File: config.mk
export PLATFORM = sky130hd
export DESIGN_NAME = random_stream_lcg_gaussian_unit
export DESIGN_NICKNAME = d
export VERILOG_FILES = /design/src/hw/rtl/rslg_pkg.sv /design/src/hw/rtl/random_stream_lcg_gaussian_unit.sv
export SDC_FILE = /design/constraint.sdc
export NUM_CORES = 2
export LEC_CHECK = 0
export BUFFER_PORTS_ARGS = -buffer_cell sky130_fd_sc_hd__buf_2
export CORE_MARGIN = 10
export CORE_UTILIZATION = 59
export CTS_BUF_LIST = sky130_fd_sc_hd__clkbuf_2
export CTS_CLUSTER_DIAMETER = 100
export DETAILED_ROUTE_END_ITERATION = 8
export GPL_ROUTABILITY_DRIVEN = 0
export PLACE_DENSITY = 0.8
export SLEW_MARGIN = 20
export SYNTH_ARGS = -nofsm -noshare
export SYNTH_HDL_FRONTEND = slang
export SYNTH_SLANG_ARGS = --single-unit
File: constraint.sdc
create_clock -name clk -period 8.15 [get_ports clk]
set_input_delay 0.815 -clock clk [delete_from_list [all_inputs] [get_ports clk]]
set_output_delay 0.815 -clock clk [all_outputs]
set_load 0.01 [all_outputs]
File: src/hw/rtl/rslg_pkg.sv
// ----------------------------------------------------------------------------
// rslg_pkg
// Shared types, constants and the LCG step function for the random stream
// generator with gaussian variants.
// ----------------------------------------------------------------------------
`default_nettype none

package rslg_pkg;

    // lcg constants
    localparam logic [11:0] LCG_MULT = 12'd2053;
    localparam logic [15:0] LCG_ADD  = 16'd13849;

    // default index width of the fast gaussian start value
    localparam int GAUSS_INDEX_BITS_DEFAULT = 13;

    // operation codes
    typedef enum logic {
        OP_NEXT   = 1'b0,
        OP_RESEED = 1'b1
    } rslg_op_t;

    // generator mode codes
    localparam logic [1:0] MODE_LCG        = 2'd0;
    localparam logic [1:0] MODE_GAUSS      = 2'd1;
    localparam logic [1:0] MODE_FAST_GAUSS = 2'd2;

    // divide by 12 as (>> 2) then * 43691 >> 17, exact below 2^17
    localparam logic [16:0] DIV3_RECIP = 17'd43691;

    // clamp limits of the signed quotient
    localparam logic signed [17:0] Q_MAX = 18'sd32767;
    localparam logic signed [17:0] Q_MIN = -18'sd32768;

    // bias that turns the signed quotient into 0..65535
    localparam logic [15:0] Q_BIAS = 16'h8000;

    // number of lcg steps in one gaussian value
    localparam logic [3:0] GAUSS_STEPS = 4'd12;

    // input transaction
    typedef struct packed {
        rslg_op_t           operation;
        logic [31:0]        seed;
        logic signed [31:0] range_low;
        logic signed [31:0] range_high;
    } rslg_in_t;

    // result transaction
    typedef struct packed {
        logic [31:0]        raw_value;
        logic signed [31:0] ranged_value;
    } rslg_out_t;

    // one 16-bit lcg step: x * 2053 + 13849 mod 2^16
    function automatic logic [15:0] lcg_step(input logic [15:0] x);
        logic [27:0] prod;
        prod = x * LCG_MULT;
        return prod[15:0] + LCG_ADD;
    endfunction

endpackage

`default_nettype wire

File: src/hw/rtl/random_stream_lcg_gaussian_unit.sv
// ----------------------------------------------------------------------------
// random_stream_lcg_gaussian_unit
// 16-bit LCG random stream with a twelve-step gaussian and a fast gaussian
// mode, giving a raw value and a value scaled into a signed range.
// ----------------------------------------------------------------------------
// A reseed transaction gives no result. A next transaction in plain LCG
// mode (mode 0 or 3) goes from acceptance to a result in the output register
// through the LCG step, the 16x32 range multiply, and a last step that adds
// the range base and loads the output once the output register is free. In
// the gaussian modes one shared LCG step unit runs twelve times back to back
// (one step per cycle), then the divide by 12 (reciprocal multiply) and the
// clamp follow in their own states before the same range multiply and output
// steps. The input is ready only while the sequencer is idle; a finished
// result waits in the output register and does not hold off the next
// transaction unless a second result is due before the first has been taken.
`default_nettype none

module random_stream_lcg_gaussian_unit #(
    parameter int GAUSS_INDEX_BITS = rslg_pkg::GAUSS_INDEX_BITS_DEFAULT
) (
    input  wire logic                clk,
    input  wire logic                rst_n,
    input  wire logic                item_valid,
    output logic                     item_ready,
    input  wire rslg_pkg::rslg_in_t  item,
    output logic                     result_valid,
    input  wire logic                result_ready,
    output rslg_pkg::rslg_out_t      result,
    input  wire logic                wr_en,
    input  wire logic [1:0]          wr_data
);
    import rslg_pkg::*;

    // mask of the fast gaussian start value
    localparam logic [15:0] IndexMask = 16'((32'd1 << GAUSS_INDEX_BITS) - 32'd1);

    typedef enum logic [2:0] {
        ST_IDLE,
        ST_GAUSS,
        ST_DIV,
        ST_FIN,
        ST_SCALE,
        ST_OUT
    } state_t;

    state_t             state_reg, state_next;
    logic [1:0]         mode_reg, mode_next;
    logic [15:0]        gen_reg, gen_next;
    logic [15:0]        r_reg, r_next;
    logic signed [19:0] sum_reg, sum_next;
    logic [3:0]         cnt_reg, cnt_next;
    logic               neg_reg, neg_next;
    logic [33:0]        quo_reg, quo_next;
    logic [15:0]        value_reg, value_next;
    logic [31:0]        lo_reg, lo_next;
    logic [31:0]        span_reg, span_next;
    logic [47:0]        scale_reg, scale_next;
    logic               out_valid_reg, out_valid_next;
    rslg_out_t          out_data_reg, out_data_next;

    logic [15:0]        lcg_in;
    logic [15:0]        lcg_out;
    logic [18:0]        sum_abs;
    logic [33:0]        div_prod;
    logic signed [17:0] q_signed;
    logic [15:0]        q_biased;
    logic [47:0]        scale_prod;
    logic               accept;

    // shared lcg step unit
    assign lcg_in  = (state_reg == ST_GAUSS) ? r_reg : gen_reg;
    assign lcg_out = lcg_step(lcg_in);

    // divide by 12: magnitude / 4, then reciprocal multiply by 1/3
    assign sum_abs  = sum_reg[19] ? 19'(-sum_reg) : 19'(sum_reg);
    assign div_prod = sum_abs[18:2] * DIV3_RECIP;

    // sign, clamp and bias of the quotient
    always_comb
    begin
        q_signed = neg_reg ? -$signed({1'b0, quo_reg[33:17]})
                           : $signed({1'b0, quo_reg[33:17]});
        if (q_signed > Q_MAX)
        begin
            q_signed = Q_MAX;
        end
        else if (q_signed < Q_MIN)
        begin
            q_signed = Q_MIN;
        end
        q_biased = q_signed[15:0] ^ Q_BIAS;
    end

    // range multiply: upper 32 of (value << 16) * span
    assign scale_prod = value_reg * span_reg;

    assign accept       = item_valid && item_ready;
    assign item_ready   = (state_reg == ST_IDLE);
    assign result_valid = out_valid_reg;
    assign result       = out_data_reg;

    // sequencer next state
    always_comb
    begin
        state_next     = state_reg;
        mode_next      = mode_reg;
        gen_next       = gen_reg;
        r_next         = r_reg;
        sum_next       = sum_reg;
        cnt_next       = cnt_reg;
        neg_next       = neg_reg;
        quo_next       = quo_reg;
        value_next     = value_reg;
        lo_next        = lo_reg;
        span_next      = span_reg;
        scale_next     = scale_reg;
        out_valid_next = out_valid_reg && !result_ready;
        out_data_next  = out_data_reg;

        if (wr_en)
        begin
            mode_next = wr_data;
        end

        unique case (state_reg)
            ST_IDLE:
            begin
                if (accept)
                begin
                    lo_next   = item.range_low;
                    span_next = item.range_high - item.range_low + 32'd1;
                    sum_next  = '0;
                    cnt_next  = '0;
                    if (item.operation == OP_RESEED)
                    begin
                        gen_next = item.seed[15:0] ^ item.seed[31:16];
                    end
                    else if (mode_reg == MODE_GAUSS)
                    begin
                        r_next     = gen_reg;
                        state_next = ST_GAUSS;
                    end
                    else if (mode_reg == MODE_FAST_GAUSS)
                    begin
                        gen_next   = lcg_out;
                        r_next     = lcg_out & IndexMask;
                        state_next = ST_GAUSS;
                    end
                    else
                    begin
                        gen_next   = lcg_out;
                        value_next = lcg_out;
                        state_next = ST_SCALE;
                    end
                end
            end
            ST_GAUSS:
            begin
                // even steps add, odd steps subtract
                r_next   = lcg_out;
                sum_next = cnt_reg[0] ? sum_reg - $signed({4'b0, lcg_out})
                                      : sum_reg + $signed({4'b0, lcg_out});
                cnt_next = cnt_reg + 4'd1;
                if (cnt_reg == GAUSS_STEPS - 4'd1)
                begin
                    state_next = ST_DIV;
                end
            end
            ST_DIV:
            begin
                neg_next   = sum_reg[19];
                quo_next   = div_prod;
                state_next = ST_FIN;
            end
            ST_FIN:
            begin
                value_next = q_biased;
                if (mode_reg == MODE_GAUSS)
                begin
                    gen_next = q_biased;
                end
                state_next = ST_SCALE;
            end
            ST_SCALE:
            begin
                scale_next = scale_prod;
                state_next = ST_OUT;
            end
            ST_OUT:
            begin
                // wait for a free output register
                if (!out_valid_reg || result_ready)
                begin
                    out_valid_next             = 1'b1;
                    out_data_next.raw_value    = {value_reg, 16'h0000};
                    out_data_next.ranged_value = lo_reg + scale_reg[47:16];
                    state_next                 = ST_IDLE;
                end
            end
            default:
            begin
                state_next = ST_IDLE;
            end
        endcase
    end

    // state and registered outputs
    always_ff @(posedge clk or negedge rst_n)
    begin
        if (!rst_n)
        begin
            state_reg     <= ST_IDLE;
            mode_reg      <= MODE_LCG;
            gen_reg       <= '0;
            cnt_reg       <= '0;
            out_valid_reg <= 1'b0;
            out_data_reg  <= '0;
        end
        else
        begin
            state_reg     <= state_next;
            mode_reg      <= mode_next;
            gen_reg       <= gen_next;
            cnt_reg       <= cnt_next;
            out_valid_reg <= out_valid_next;
            out_data_reg  <= out_data_next;
        end
    end

    // datapath registers
    always_ff @(posedge clk)
    begin
        r_reg        <= r_next;
        sum_reg      <= sum_next;
        neg_reg      <= neg_next;
        quo_reg      <= quo_next;
        value_reg    <= value_next;
        lo_reg       <= lo_next;
        span_reg     <= span_next;
        scale_reg    <= scale_next;
    end

    // step counter never runs past the twelfth lcg step
    a_cnt_range: assert property (@(posedge clk) disable iff (!rst_n)
        (state_reg == ST_GAUSS) |-> (cnt_reg < GAUSS_STEPS))
        else $error("gaussian step counter out of range");

    // reseed transaction loads the folded seed
    a_reseed: assert property (@(posedge clk) disable iff (!rst_n)
        (accept && item.operation == OP_RESEED)
        |=> (gen_reg == ($past(item.seed[15:0]) ^ $past(item.seed[31:16]))))
        else $error("reseed did not load folded seed");

    // quotient magnitude stays within 16-bit signed range
    a_quo_range: assert property (@(posedge clk) disable iff (!rst_n)
        (state_reg == ST_FIN) |-> (quo_reg[33:17] <= 17'd32767))
        else $error("divide by 12 quotient out of range");

    // a result always has a zero lower half in the raw value
    a_raw_low: assert property (@(posedge clk) disable iff (!rst_n)
        result_valid |-> (result.raw_value[15:0] == 16'h0000))
        else $error("raw value lower half not zero");

    // a finished result is never dropped while waiting in the output register
    a_no_overwrite: assert property (@(posedge clk) disable iff (!rst_n)
        (state_reg == ST_OUT && out_valid_reg && !result_ready) |=> (state_reg == ST_OUT))
        else $error("result overwritten before transaction");

endmodule

`default_nettype wire
==> metrics.md <==
| Metric | Value |
|---|---|
| Final Max Tran Viols | 0 |
| Clock Latency Late Sink | 1000 ps |
| Wire length on met1 | 34.41 mm |
| Final wirelength | 93.89 mm |
| Area grow syn2layout | 8.207% |
| Die area | 0.06927 mm^2 |
| Num ports | 170 |
| Core area | 0.05880 mm^2 |
| Starting Density | 59.35% |
| Status | complete, no violations |
| CTS buffer count | 59 |
| Setup crit start kind | flip-flop |
| EDFF count, synth | 165 |
| Layout cells sized above 1 | 10.13% |
| GRT overflow | 0 |
| Placed insts | 4521 |
| Sequential area share after synthesis | 19.51% |
| Final Cell Area | 0.03776 mm^2 |
| Library cells used by synthesis | 73 |
| Port Buffer Count | 153 |
| Final Critical Period | 7989 ps |
| Slew at the pin closest to its max-slew limit | 1204 ps |
| TritonCTS clock tree | built |
| Antenna violations before repair | 5 |
| Row count | 89 |
| Clock Sinks | 239 |
| First-iteration detailed-routing DRC count | 2353 |
| Endpoint arrival time on the critical path | 8740 ps |
| DRT Pass-1 Iters | 6 |
| Via-per-instance ratio | 5.726 |
| Via count | 26.70k |
| Post-synth top flop | edfxtp_1 |
| Worst Path Max Fanout | 5 |
| Critical Path RT | 8900 ps |
| Post-Place Cell Area | 0.03672 mm^2 |
| Max clock buf depth | 3 |
| FMAX | 0.1252 GHz |
| Pin count of the biggest net entering global routing | 81 |
| Final hold vios | 0 |
| Synth Register Bits | 239 |
| Final setup vio count | 0 |
| Yosys warnings | 0 |
| Worst-path clk slew | 120 ps |
| Nets | 4868 |
| Max reg flops | 48 |
| Die X | 263.2 um |
| DP Wirelength | 74.86 mm |
| H-tree lvl count | 2 |
| Post-Syn Area per Cell | 9.589 um^2 |
| Final Non-Filler Cells | 4664 |
| Top sig layer | met5 |
| Drt drc | 0 |
| WL/cell | 20.13 um |
| Final Util | 64.22% |
| Rel. slew slack | 19.72% |
| Vias in the first global route | 27.99k |
| Metal3 WL | 9.283 mm |
| Gr usage total | 27.15% |
| First-pass GRT wire length | 149.3 mm |
| Die height | 263.2 um |
| Clock root cell | clkbuf_2 |
| Crit share post-route | 98.03% |
| Class of the worst hold path | input pin to flip-flop |
| FFs w/ async S/R, synth | 30.96% |
| Worst clock skew | 56.22 ps |
| Syn Inst Count | 3639 |
| Critical Path Sink Type | flip-flop |
| Mapped cell area | 0.03489 mm^2 |
| Maxcap violations | 0 |
| ANT nets after route | 0 |
| Met2 WL | 45.48 mm |
| Kind of critical path | flip-flop to flip-flop |
## metal layers
metal / GRT usage, % / vias to the layer above
li1: - / 12010
met1: 32.78 / 13030
met2: 45.55 / 1335
met3: 6.460 / 328
met4: 12.21 / 6
met5: 0 / -
## worst paths after layout
check	from	endpoint	slack, ps	cells after the start
min reg2reg	result[2]	result[2]	480	2
min	item[49]	lo_reg[17]	100	1
max reg2reg	sum_reg[2]	quo_reg[32]	160	27
max	sum_reg[2]	quo_reg[32]	160	27
min in group asynchronous	rst_n	cnt_reg[2]	210	2
max in group asynchronous	rst_n	result[17]	6780	3
## repair_timing
item	4_1_cts	5_1_grt
endpoints found under the setup margin	2	3
resized for setup	6	16
gates cloned	0	0
pin swaps	5	10
endpoints found under the hold margin	38	2
setup buffers	0	4
hold buffers	23	2
## cell families (layout without fill, tap and decap cells)
logic type                 count (synthesis)  after routing  share of synthesized area, %
and+or+nand+nor                          999            999                         13.16
adders and majority gates                926            926                         44.30
buffers and inverters                    786           1021                         8.627
AOI/OAI and AO/OA                        455            455                         8.315
DFF                                      239            239                         19.51
xor gates and xnor gates                 201            201                         5.084
muxes                                     32             32                        0.9968
other                                      1             18                       0.01075
## synth_stat cells, types with 22 or more instances
| cell | instances | area share, % |
|---|---|---|
| dfrtp_1 | 74 | 5.3 |
| a21oi_1 | 131 | 1.9 |
| and2_1 | 163 | 2.9 |
| o21a_1 | 29 | 0.62 |
| o21ai_0 | 121 | 1.7 |
| nand2_1 | 514 | 5.5 |
| inv_1 | 650 | 7.0 |
| mux2_2 | 22 | 0.71 |
| nor2_1 | 151 | 1.6 |
| nor2b_1 | 25 | 0.45 |
| xnor2_1 | 104 | 2.6 |
| ha_1 | 410 | 15 |
| a21o_1 | 57 | 1.2 |
| clkbuf_1 | 119 | 1.3 |
| edfxtp_1 | 165 | 14 |
| fa_1 | 516 | 30 |
| nor3_1 | 35 | 0.50 |
| xor2_1 | 96 | 2.4 |
## layout by cell type, fill, tap and decap left out, drive strengths merged, types with 57 or more instances in the layout
cell    synthesis  final
fa            516    516
xnor2         104    104
ha            410    410
nor2          151    151
and2          163    163
a21oi         133    133
edfxtp        165    165
inv           650    650
a21o           57     57
xor2           96     96
nand2         514    514
dfrtp          74     74
buf            17    234
o21ai         122    122
clkbuf        119     85
## layout make-up
class                           count  area (um^2)
Clock inverter                     27        188.9
Inverter                          650         2440
Antenna cell                        2        5.005
Sequential cell                   239         6807
Multi-Input combinational cell   2629        25300
Clock buffer                       85        425.4
Timing Repair Buffer              259         1630
Tap cell                          773        967.2
Fill cell                        4644        21040
## per-stage QoR
| stage | setup TNS [ps] | hold slack [ps] | setup slack, ps |
|---|---|---|---|
| 2_1_floorplan | 0 | 439.6 | 41.78 |
| 3_3_place_gp | 0 | 458.6 | 93.77 |
| 3_5_place_dp | -234.9 | 464.1 | -128.2 |
| 4_1_cts | 0 | 10.95 | 0.6377 |
| 5_1_grt | -244.9 | -10.43 | -142.0 |
| 6_report | 0 | 99.05 | 160.9 |
## critical path, stage by stage (launching register included)
cell and delay (ps):
edfxtp_1 430, or3_4 420, or4_4 440, or4_4 450, o21ai_4 160, buf_4 160
nand3_2 100, xor2_1 200, ha_1 350, ha_1 350, fa_1 500, fa_1 560
inv_1 50, fa_1 460, fa_1 500, inv_1 40, ha_1 290, a21o_1 210
a211oi_2 250, o2111ai_2 190, o2111ai_2 300, o22ai_2 130, o211a_4 270, a311o_1 310
a21oi_2 190, nor2b_2 80, o41ai_2 260, xnor2_1 110
Power is left out: the tool's default activity adds up to more than one toggle a clock period on the data nets, which glitch-free logic cannot reach.
